--- src/cksrc_pkg.sv ---
// Shared types and constants for the color-key sprite run clipper.
package cksrc_pkg;

    localparam int DIM_W      = 10;  // sprite dimension and sprite coordinate width
    localparam int POS_W      = 18;  // signed screen coordinate width, no wrap
    localparam int OUT_W      = 9;   // width of every result field
    localparam int CFG_IDX_W  = 3;
    localparam int CFG_DATA_W = 16;

    localparam logic [CFG_IDX_W-1:0] CFG_POS_X         = 3'd0;
    localparam logic [CFG_IDX_W-1:0] CFG_POS_Y         = 3'd1;
    localparam logic [CFG_IDX_W-1:0] CFG_SPRITE_WIDTH  = 3'd2;
    localparam logic [CFG_IDX_W-1:0] CFG_SPRITE_HEIGHT = 3'd3;
    localparam logic [CFG_IDX_W-1:0] CFG_KEY_COLOR     = 3'd4;

    // Closed run in sprite coordinates, half-open [start, end_col)
    typedef struct packed {
        logic [DIM_W-1:0] row;
        logic [DIM_W-1:0] start;
        logic [DIM_W-1:0] end_col;
    } t_run;

    typedef struct packed {
        logic [OUT_W-1:0] dest_x;
        logic [OUT_W-1:0] dest_y;
        logic [OUT_W-1:0] run_length;
        logic [OUT_W-1:0] source_row;
        logic [OUT_W-1:0] source_col;
    } t_run_out;

endpackage

--- src/color_key_sprite_run_clipper.sv ---
// Color-key sprite run clipper: takes one RGB565 sprite pixel per clock in raster order,
// tracks column and row itself, and emits each opaque run, clipped to the screen, with
// its screen position, length and first visible source pixel. Throughput is one pixel
// per clock while the result side does not stall; a result passes through one register
// for the closed run and one for the clipped result before it leaves. Rows and runs
// wholly off screen produce no transaction. Counters wrap to the first pixel of the
// next sprite after the last row. Write configuration only while idle.
module color_key_sprite_run_clipper import cksrc_pkg::*; #(
    parameter int SCREEN_WIDTH   = 480,
    parameter int SCREEN_HEIGHT  = 272,
    parameter int MAX_SPRITE_DIM = 512
) (
    input  logic                  i_clk,
    input  logic                  i_rst_n,
    // configuration
    input  logic                  i_cfg_we,
    input  logic [CFG_IDX_W-1:0]  i_cfg_index,
    input  logic [CFG_DATA_W-1:0] i_cfg_data,
    // pixel input
    input  logic                  i_pixel_valid,
    output logic                  o_pixel_stall,
    input  logic [15:0]           i_pixel,
    // run output
    output logic                  o_run_valid,
    input  logic                  i_run_stall,
    output logic [OUT_W-1:0]      o_dest_x,
    output logic [OUT_W-1:0]      o_dest_y,
    output logic [OUT_W-1:0]      o_run_length,
    output logic [OUT_W-1:0]      o_source_row,
    output logic [OUT_W-1:0]      o_source_col
);

    localparam int EFF_MAX = (MAX_SPRITE_DIM > 1023) ? 1023 : MAX_SPRITE_DIM;
    localparam int CNT_W   = (EFF_MAX > 1) ? $clog2(EFF_MAX) : 1;

    logic signed [15:0] r_pos_x;
    logic signed [15:0] r_pos_y;
    logic [DIM_W-1:0]   r_width;
    logic [DIM_W-1:0]   r_height;
    logic [15:0]        r_key;

    logic [CNT_W-1:0]   r_col;
    logic [CNT_W-1:0]   r_row;
    logic               r_in_run;
    logic [CNT_W-1:0]   r_run_start;

    logic               r_a_valid;
    t_run               r_a;
    logic               r_out_valid;
    t_run_out           r_out;

    logic [DIM_W-1:0]   w_eff;
    logic [DIM_W-1:0]   h_eff;
    logic [CNT_W:0]     col_inc;
    logic [CNT_W:0]     row_inc;
    logic               last_col;
    logic               last_row;
    logic               opaque;
    logic               closing;
    logic [CNT_W-1:0]   start_sel;
    logic               pix_acc;
    logic               a_ready;
    logic               b_ready;
    t_run               run;
    logic               clip_hit;
    t_run_out           clip_res;

    logic [CNT_W-1:0]   n_col;
    logic [CNT_W-1:0]   n_row;
    logic               n_in_run;

    always_comb begin
        if (r_width == '0) begin
            w_eff = DIM_W'(1);
        end else if (32'(r_width) > MAX_SPRITE_DIM) begin
            w_eff = DIM_W'(EFF_MAX);
        end else begin
            w_eff = r_width;
        end
        if (r_height == '0) begin
            h_eff = DIM_W'(1);
        end else if (32'(r_height) > MAX_SPRITE_DIM) begin
            h_eff = DIM_W'(EFF_MAX);
        end else begin
            h_eff = r_height;
        end

        col_inc  = {1'b0, r_col} + 1'b1;
        row_inc  = {1'b0, r_row} + 1'b1;
        last_col = (DIM_W+1)'(col_inc) >= {1'b0, w_eff};
        last_row = (DIM_W+1)'(row_inc) >= {1'b0, h_eff};
        opaque   = i_pixel != r_key;

        // a key pixel ends the run before it; the row end closes it after this pixel
        closing   = (opaque && last_col) || (!opaque && r_in_run);
        start_sel = (opaque && !r_in_run) ? r_col : r_run_start;
        n_in_run  = opaque && !last_col;
        n_col     = last_col ? '0 : col_inc[CNT_W-1:0];
        n_row     = last_col ? (last_row ? '0 : row_inc[CNT_W-1:0]) : r_row;

        run.row     = DIM_W'(r_row);
        run.start   = DIM_W'(start_sel);
        run.end_col = opaque ? DIM_W'(col_inc) : DIM_W'(r_col);

        b_ready = !r_out_valid || !i_run_stall;
        a_ready = !r_a_valid || b_ready;
        pix_acc = i_pixel_valid && a_ready;
    end

    assign o_pixel_stall = !a_ready;

    cksrc_clip #(
        .SCREEN_WIDTH  (SCREEN_WIDTH),
        .SCREEN_HEIGHT (SCREEN_HEIGHT)
    ) u_clip (
        .i_pos_x (r_pos_x),
        .i_pos_y (r_pos_y),
        .i_run   (r_a),
        .o_hit   (clip_hit),
        .o_res   (clip_res)
    );

    always_ff @(posedge i_clk) begin
        if (!i_rst_n) begin
            r_pos_x     <= '0;
            r_pos_y     <= '0;
            r_width     <= DIM_W'(1);
            r_height    <= DIM_W'(1);
            r_key       <= '0;
            r_col       <= '0;
            r_row       <= '0;
            r_in_run    <= 1'b0;
            r_run_start <= '0;
            r_a_valid   <= 1'b0;
            r_out_valid <= 1'b0;
        end else begin
            if (i_cfg_we) begin
                case (i_cfg_index)
                    CFG_POS_X:         r_pos_x  <= $signed(i_cfg_data);
                    CFG_POS_Y:         r_pos_y  <= $signed(i_cfg_data);
                    CFG_SPRITE_WIDTH:  r_width  <= i_cfg_data[DIM_W-1:0];
                    CFG_SPRITE_HEIGHT: r_height <= i_cfg_data[DIM_W-1:0];
                    CFG_KEY_COLOR:     r_key    <= i_cfg_data;
                    default: ;
                endcase
            end
            if (pix_acc) begin
                r_col       <= n_col;
                r_row       <= n_row;
                r_in_run    <= n_in_run;
                r_run_start <= start_sel;
            end
            if (a_ready) begin
                r_a_valid <= pix_acc && closing;
            end
            if (b_ready) begin
                r_out_valid <= r_a_valid && clip_hit;
            end
        end
    end

    // payload registers: advance with their stage
    always_ff @(posedge i_clk) begin
        if (a_ready) begin
            r_a <= run;
        end
        if (b_ready) begin
            r_out <= clip_res;
        end
    end

    assign o_run_valid  = r_out_valid;
    assign o_dest_x     = r_out.dest_x;
    assign o_dest_y     = r_out.dest_y;
    assign o_run_length = r_out.run_length;
    assign o_source_row = r_out.source_row;
    assign o_source_col = r_out.source_col;

    a_run_start_behind: assert property (@(posedge i_clk) disable iff (!i_rst_n)
        r_in_run |-> (r_run_start < r_col))
        else $error("open run starts at or after the current column");

    a_closed_run_nonempty: assert property (@(posedge i_clk) disable iff (!i_rst_n)
        r_a_valid |-> (r_a.start < r_a.end_col))
        else $error("closed run is empty");

    a_close_clears_run: assert property (@(posedge i_clk) disable iff (!i_rst_n)
        (pix_acc && closing) |=> !r_in_run)
        else $error("run still open after its closing pixel");

    a_run_opens_on_pixel: assert property (@(posedge i_clk) disable iff (!i_rst_n)
        $rose(r_in_run) |-> $past(pix_acc))
        else $error("run opened without an accepted pixel");

endmodule

--- src/cksrc_clip.sv ---
// Screen clipping of one closed sprite run.
module cksrc_clip import cksrc_pkg::*; #(
    parameter int SCREEN_WIDTH  = 480,
    parameter int SCREEN_HEIGHT = 272
) (
    input  logic signed [15:0] i_pos_x,
    input  logic signed [15:0] i_pos_y,
    input  t_run               i_run,
    output logic               o_hit,
    output t_run_out           o_res
);

    localparam logic signed [POS_W-1:0] SW_S = POS_W'(SCREEN_WIDTH);
    localparam logic signed [POS_W-1:0] SH_S = POS_W'(SCREEN_HEIGHT);

    logic signed [POS_W-1:0] pos_x_s;
    logic signed [POS_W-1:0] pos_y_s;
    logic signed [POS_W-1:0] py;
    logic signed [POS_W-1:0] px;
    logic signed [POS_W-1:0] pe;
    logic signed [POS_W-1:0] cx;
    logic signed [POS_W-1:0] ce;
    logic signed [POS_W-1:0] cw;
    logic signed [POS_W-1:0] sc;
    logic                    y_ok;
    logic                    x_ok;
    logic                    run_ok;

    always_comb begin
        pos_x_s = $signed({{(POS_W-16){i_pos_x[15]}}, i_pos_x});
        pos_y_s = $signed({{(POS_W-16){i_pos_y[15]}}, i_pos_y});
        py = pos_y_s + $signed({{(POS_W-DIM_W){1'b0}}, i_run.row});
        px = pos_x_s + $signed({{(POS_W-DIM_W){1'b0}}, i_run.start});
        pe = pos_x_s + $signed({{(POS_W-DIM_W){1'b0}}, i_run.end_col});

        y_ok   = !py[POS_W-1] && (py < SH_S);
        x_ok   = !pe[POS_W-1] && (pe != '0) && (px < SW_S);
        run_ok = i_run.start < i_run.end_col;
        o_hit  = y_ok && x_ok && run_ok;

        // clamp both ends to the screen; the first visible source column
        // follows from the clamped start
        cx = px[POS_W-1] ? '0 : px;
        ce = (pe > SW_S) ? SW_S : pe;
        cw = ce - cx;
        sc = cx - pos_x_s;

        o_res.dest_x     = cx[OUT_W-1:0];
        o_res.dest_y     = py[OUT_W-1:0];
        o_res.run_length = cw[OUT_W-1:0];
        o_res.source_row = i_run.row[OUT_W-1:0];
        o_res.source_col = sc[OUT_W-1:0];
    end

endmodule

--- config.mk ---
export PLATFORM = sky130hd
export DESIGN_NAME = color_key_sprite_run_clipper
export DESIGN_NICKNAME = d
export VERILOG_FILES = /design/src/cksrc_pkg.sv /design/src/color_key_sprite_run_clipper.sv /design/src/cksrc_clip.sv
export SDC_FILE = /design/constraint.sdc
export NUM_CORES = 1
export LEC_CHECK = 0
export ABC_CLOCK_PERIOD_IN_PS = 9700
export BUFFER_PORTS_ARGS = -buffer_cell sky130_fd_sc_hd__buf_4
export CAP_MARGIN = 20
export CORE_AREA = 3 3 129 131
export DETAILED_ROUTE_END_ITERATION = 8
export DIE_AREA = 0 0 132 134
export PLACE_DENSITY = 0.83
export SETUP_SLACK_MARGIN = 0.05
export SYNTH_ARGS = -nofsm -noshare
export SYNTH_HDL_FRONTEND = slang
export SYNTH_SLANG_ARGS = --single-unit
--- constraint.sdc ---
create_clock -name i_clk -period 9.7 [get_ports i_clk]
set_input_delay 0.97 -clock i_clk [delete_from_list [all_inputs] [get_ports i_clk]]
set_output_delay 0.97 -clock i_clk [all_outputs]
set_load 0.005 [all_outputs]
==> results.py <==
metrics = {
    "run_status": {
        "status": "completed",
    },
    "cells_and_area": {
        "finish.utilization_pct": 71.0,
        "area_delta_synth_final_pct": 13.4,
        "antenna_cells": 0,
        "layout.nets": 1242,
        "drive_above_1_share_pct": 12.0,
    },
    "grt": {
        "overflow": 0,
        "grt_max_degree": 92,
        "antenna_found_initial": 0,
        "grt_usage_pct": 26.5,
        "first_global_vias": 7633,
        "grt_pass1_wl_um": 37500,
    },
    "yosys": {
        "yosysMostFrequentCell": "nand2_1",
        "synthCells": 1059,
        "synth_area_leaders": "edfxtp_1 22%, dfxtp_1 20%, ha_1 9.3%, nand2_1 8.0%, a21boi_0 4.9%",
        "synthAdderAreaFrac_pct": 10.3,
        "ys_ff_latch": 171,
        "async_flop_share_pct": 0,
        "synth_edf_count": 73,
        "synth_area_leader_cell": "edfxtp_1",
        "avgSynthCellArea_um2": 9.29,
        "ys_types": 68,
        "synth_compound_area_share_pct": 15.6,
        "synthXorXnorAreaFrac_pct": 7.38,
        "synth_top_family_by_area": "simple AND/OR/NAND/NOR gates",
        "seq_area_frac_synth_pct": 42.2,
        "synth_flop_cell": "dfxtp_1",
        "syn_nets": 1177,
        "synth_top_area_share_pct": 22.3,
        "ys_warn_count": 0,
        "synth.mux.area_fraction_pct": 2.48,
        "syn_area_um2": 9840,
        "netlist_top_cells_count": "210 x nand2_1, 98 x dfxtp_1, 73 x edfxtp_1, 73 x ha_1, 64 x a21boi_0",
        "synth_simple_gate_area_share_pct": 18.6,
    },
    "timing": {
        "max_freq_ghz": 0.203,
        "fin_crit_sh_pct": 50.9,
        "period_needed_ns": 4.94,
        "slew_headroom_pct": 33.5,
        "clock_skew_ns": 0.0139,
        "rsz0062_at_grt": "no",
        "setup_ws_ns": 4.76,
        "slew_viol_final": 0,
        "hold_violations": 0,
        "max_slew.worst_pin.slew_ns": 0.994,
        "finalSetupTns_ns": 0,
        "setup_viol": 0,
    },
    "setup_path": {
        "worstPathArrival_ns": 5.12,
        "r2r_end": "o_run_length[8]",
        "cpPeakStageDelay_ns": 0.43,
        "worstPathRequired_ns": 9.88,
        "reg2regPathDepth": 19,
        "worstSetupEndpoint": "o_run_length[8]",
        "path_class": "flip-flop to flip-flop",
        "cp_max_fo": 9,
        "end_kind": "flip-flop",
        "crit_path_start": "r_a[0]",
        "r2r_setup_slack_ns": 4.76,
        "cp_slowest_cell": "fa_1",
        "path_cells": "ha_1 > fa_1 > a211oi_2 > o21bai_1 > a311o_1 > or4_1 > nand3_2 > nand4b_4 > o21ai_4 > nor2b_1 > ha_1 > nor2b_1 > o21ai_0 > nand2b_1 > a21o_1 > a21oi_1 > o21ai_0 > xnor2_1 > xnor2_1",
        "rr_startpoint": "r_a[0]",
        "cp-start-kind": "flip-flop",
    },
    "worst_hold_path": {
        "worstHoldStart": "r_a[20]",
        "worstHoldPathCells": 0,
        "min-delay-path-class": "flip-flop to flip-flop",
    },
    "cts": {
        "clkSinkCount": 171,
        "cts_max_level": 4,
        "post-cts-setup-buffers": 0,
        "ctsResizeCount": 0,
        "clk_pin_slew_worst_paths_ns": 0.07,
        "clock_latency_ns": 0.43,
        "cts_hold_buf": 0,
        "root_buffer": "clkbuf_16",
        "cts_made_buffers": 17,
        "cts_tree": "yes",
        "cts_buffer_depth": 2,
    },
    "power_and_ir_drop": {
        "leakage_uw": 0.00472,
        "power_density_nw_per_um2": 151,
        "peakVddDrop_mv": 0.138,
    },
    "drt": {
        "dr.pass1.iters": 5,
        "viasPerCell": 5.78,
        "ant_nets": 0,
        "vias": 7822,
        "wirelength_um": 23100,
        "drc": 0,
        "drtIter0Drc": 612,
        "wl_per_cell_um": 17.1,
    },
    "placement": {
        "detailedPlacementHpwl_um": 16800,
        "place.gp.congestion": 0.897,
        "dp_slack_ns": 4.89,
        "io_buffers": 86,
    },
    "floorplanning": {
        "start_util_pct": 62.6,
        "die_area_um2": 17700,
        "die_y_um": 134,
        "ioPinCount": 87,
        "die_w_um": 132,
        "core-area_um2": 15700,
        "std_cell_rows": 46,
    },
    "run": {
        "cap_violations": 0,
    },
}
-- sequential cells by signal (all words and copies together) (netlist names), 9 cells and up --
signal	flops
r_a	28
r_key	16
r_pos_x	16
r_pos_y	16
r_height	10
r_width	10
o_dest_x	9
o_dest_y	9
o_run_length	9
o_source_col	9
o_source_row	9
r_col	9
r_row	9
r_run_start	9
-- critical path: cells and delay by family, from the launching register on --
family	cells	cell delay (ns)
fa+ha+maj	3	1.00
flops	1	0.41
compound gates	8	1.82
xor+xnor	2	0.28
simple gates	6	1.18
-- layout make-up --
class / count / area [um^2]
multi-input combinational: 798 / 5350
fill: 1205 / 4550
sequential: 171 / 4150
timing repair buffer: 88 / 673
clock buffer: 24 / 473
tap: 216 / 270
inverter: 48 / 180
clock inverter: 8 / 61.3
-- report_power, final --
part / switching, uW / leakage (uW) / total (uW) / internal [uW]
sequential: 21.5 / 0.00166 / 822 / 801
clock: 278 / 0.000248 / 622 / 344
combinational: 122 / 0.00281 / 241 / 119
-- per-stage QoR --
stage          hold slack (ns)  cell area (um^2)  cells  power (uW)
2_1_floorplan            0.431              9840   1059         969
3_3_place_gp             0.442             10600   1320        1070
3_5_place_dp             0.440             10600   1320        1080
4_1_cts                  0.455             11100   1352        1690
5_1_grt                  0.463             11200   1353        1750
6_report                 0.456             11200   1353        1690
-- worst min-delay path by stage --
stage                 endpoint  slack, ns
4_1_cts        o_source_row[0]       0.45
6_report       o_source_row[0]       0.46
3_3_place_gp   o_source_row[0]       0.44
3_5_place_dp   o_source_row[0]       0.44
5_1_grt        o_source_row[0]       0.46
2_1_floorplan  o_source_row[0]       0.43
-- cell families after synthesis --
group | count (synthesis)
multiplexers | 23
AND/OR/NAND/NOR | 395
adder cells (fa/ha/maj) | 78
flip-flops | 171
XOR/XNOR | 82
AO/OA/AOI/OAI | 220
buffers and inverters | 90
-- metal layers --
layer	part of all wire, %	track usage, %	vias up
met5	0	0	-
met4	3.0	10.5	0
met3	6.4	5.06	47
met2	47	42.8	266
met1	44	35.5	3671
li1	-	-	3838
-- cell usage in the layout (no fill, tap or decap), types with 7 or more instances in the layout --
master     Yosys  layout
nand2b_1      12      12
and3_1        11      11
o21ai_1       11      11
nor2b_1       21      21
a21oi_1       32      32
o21ai_0       30      30
a21boi_0      64      64
edfxtp_1      73      73
nand2_1      210     209
mux2_2        11      11
inv_1         46      46
clkbuf_16      0      18
buf_4          0      87
nor2_1        49      49
a21boi_1       7       7
a21o_1        13      13
ha_1          73      73
dfxtp_1       98      98
and2_1         9       9
xnor2_1       37      37
mux2i_1       12      12
nor4_1        10      10
nand3_1       25      25
nor3_1        16      16
o21a_1        10      10
a211oi_1       7       7
xor2_1        44      44
Note: power is estimated with default switching activity, not from simulation.
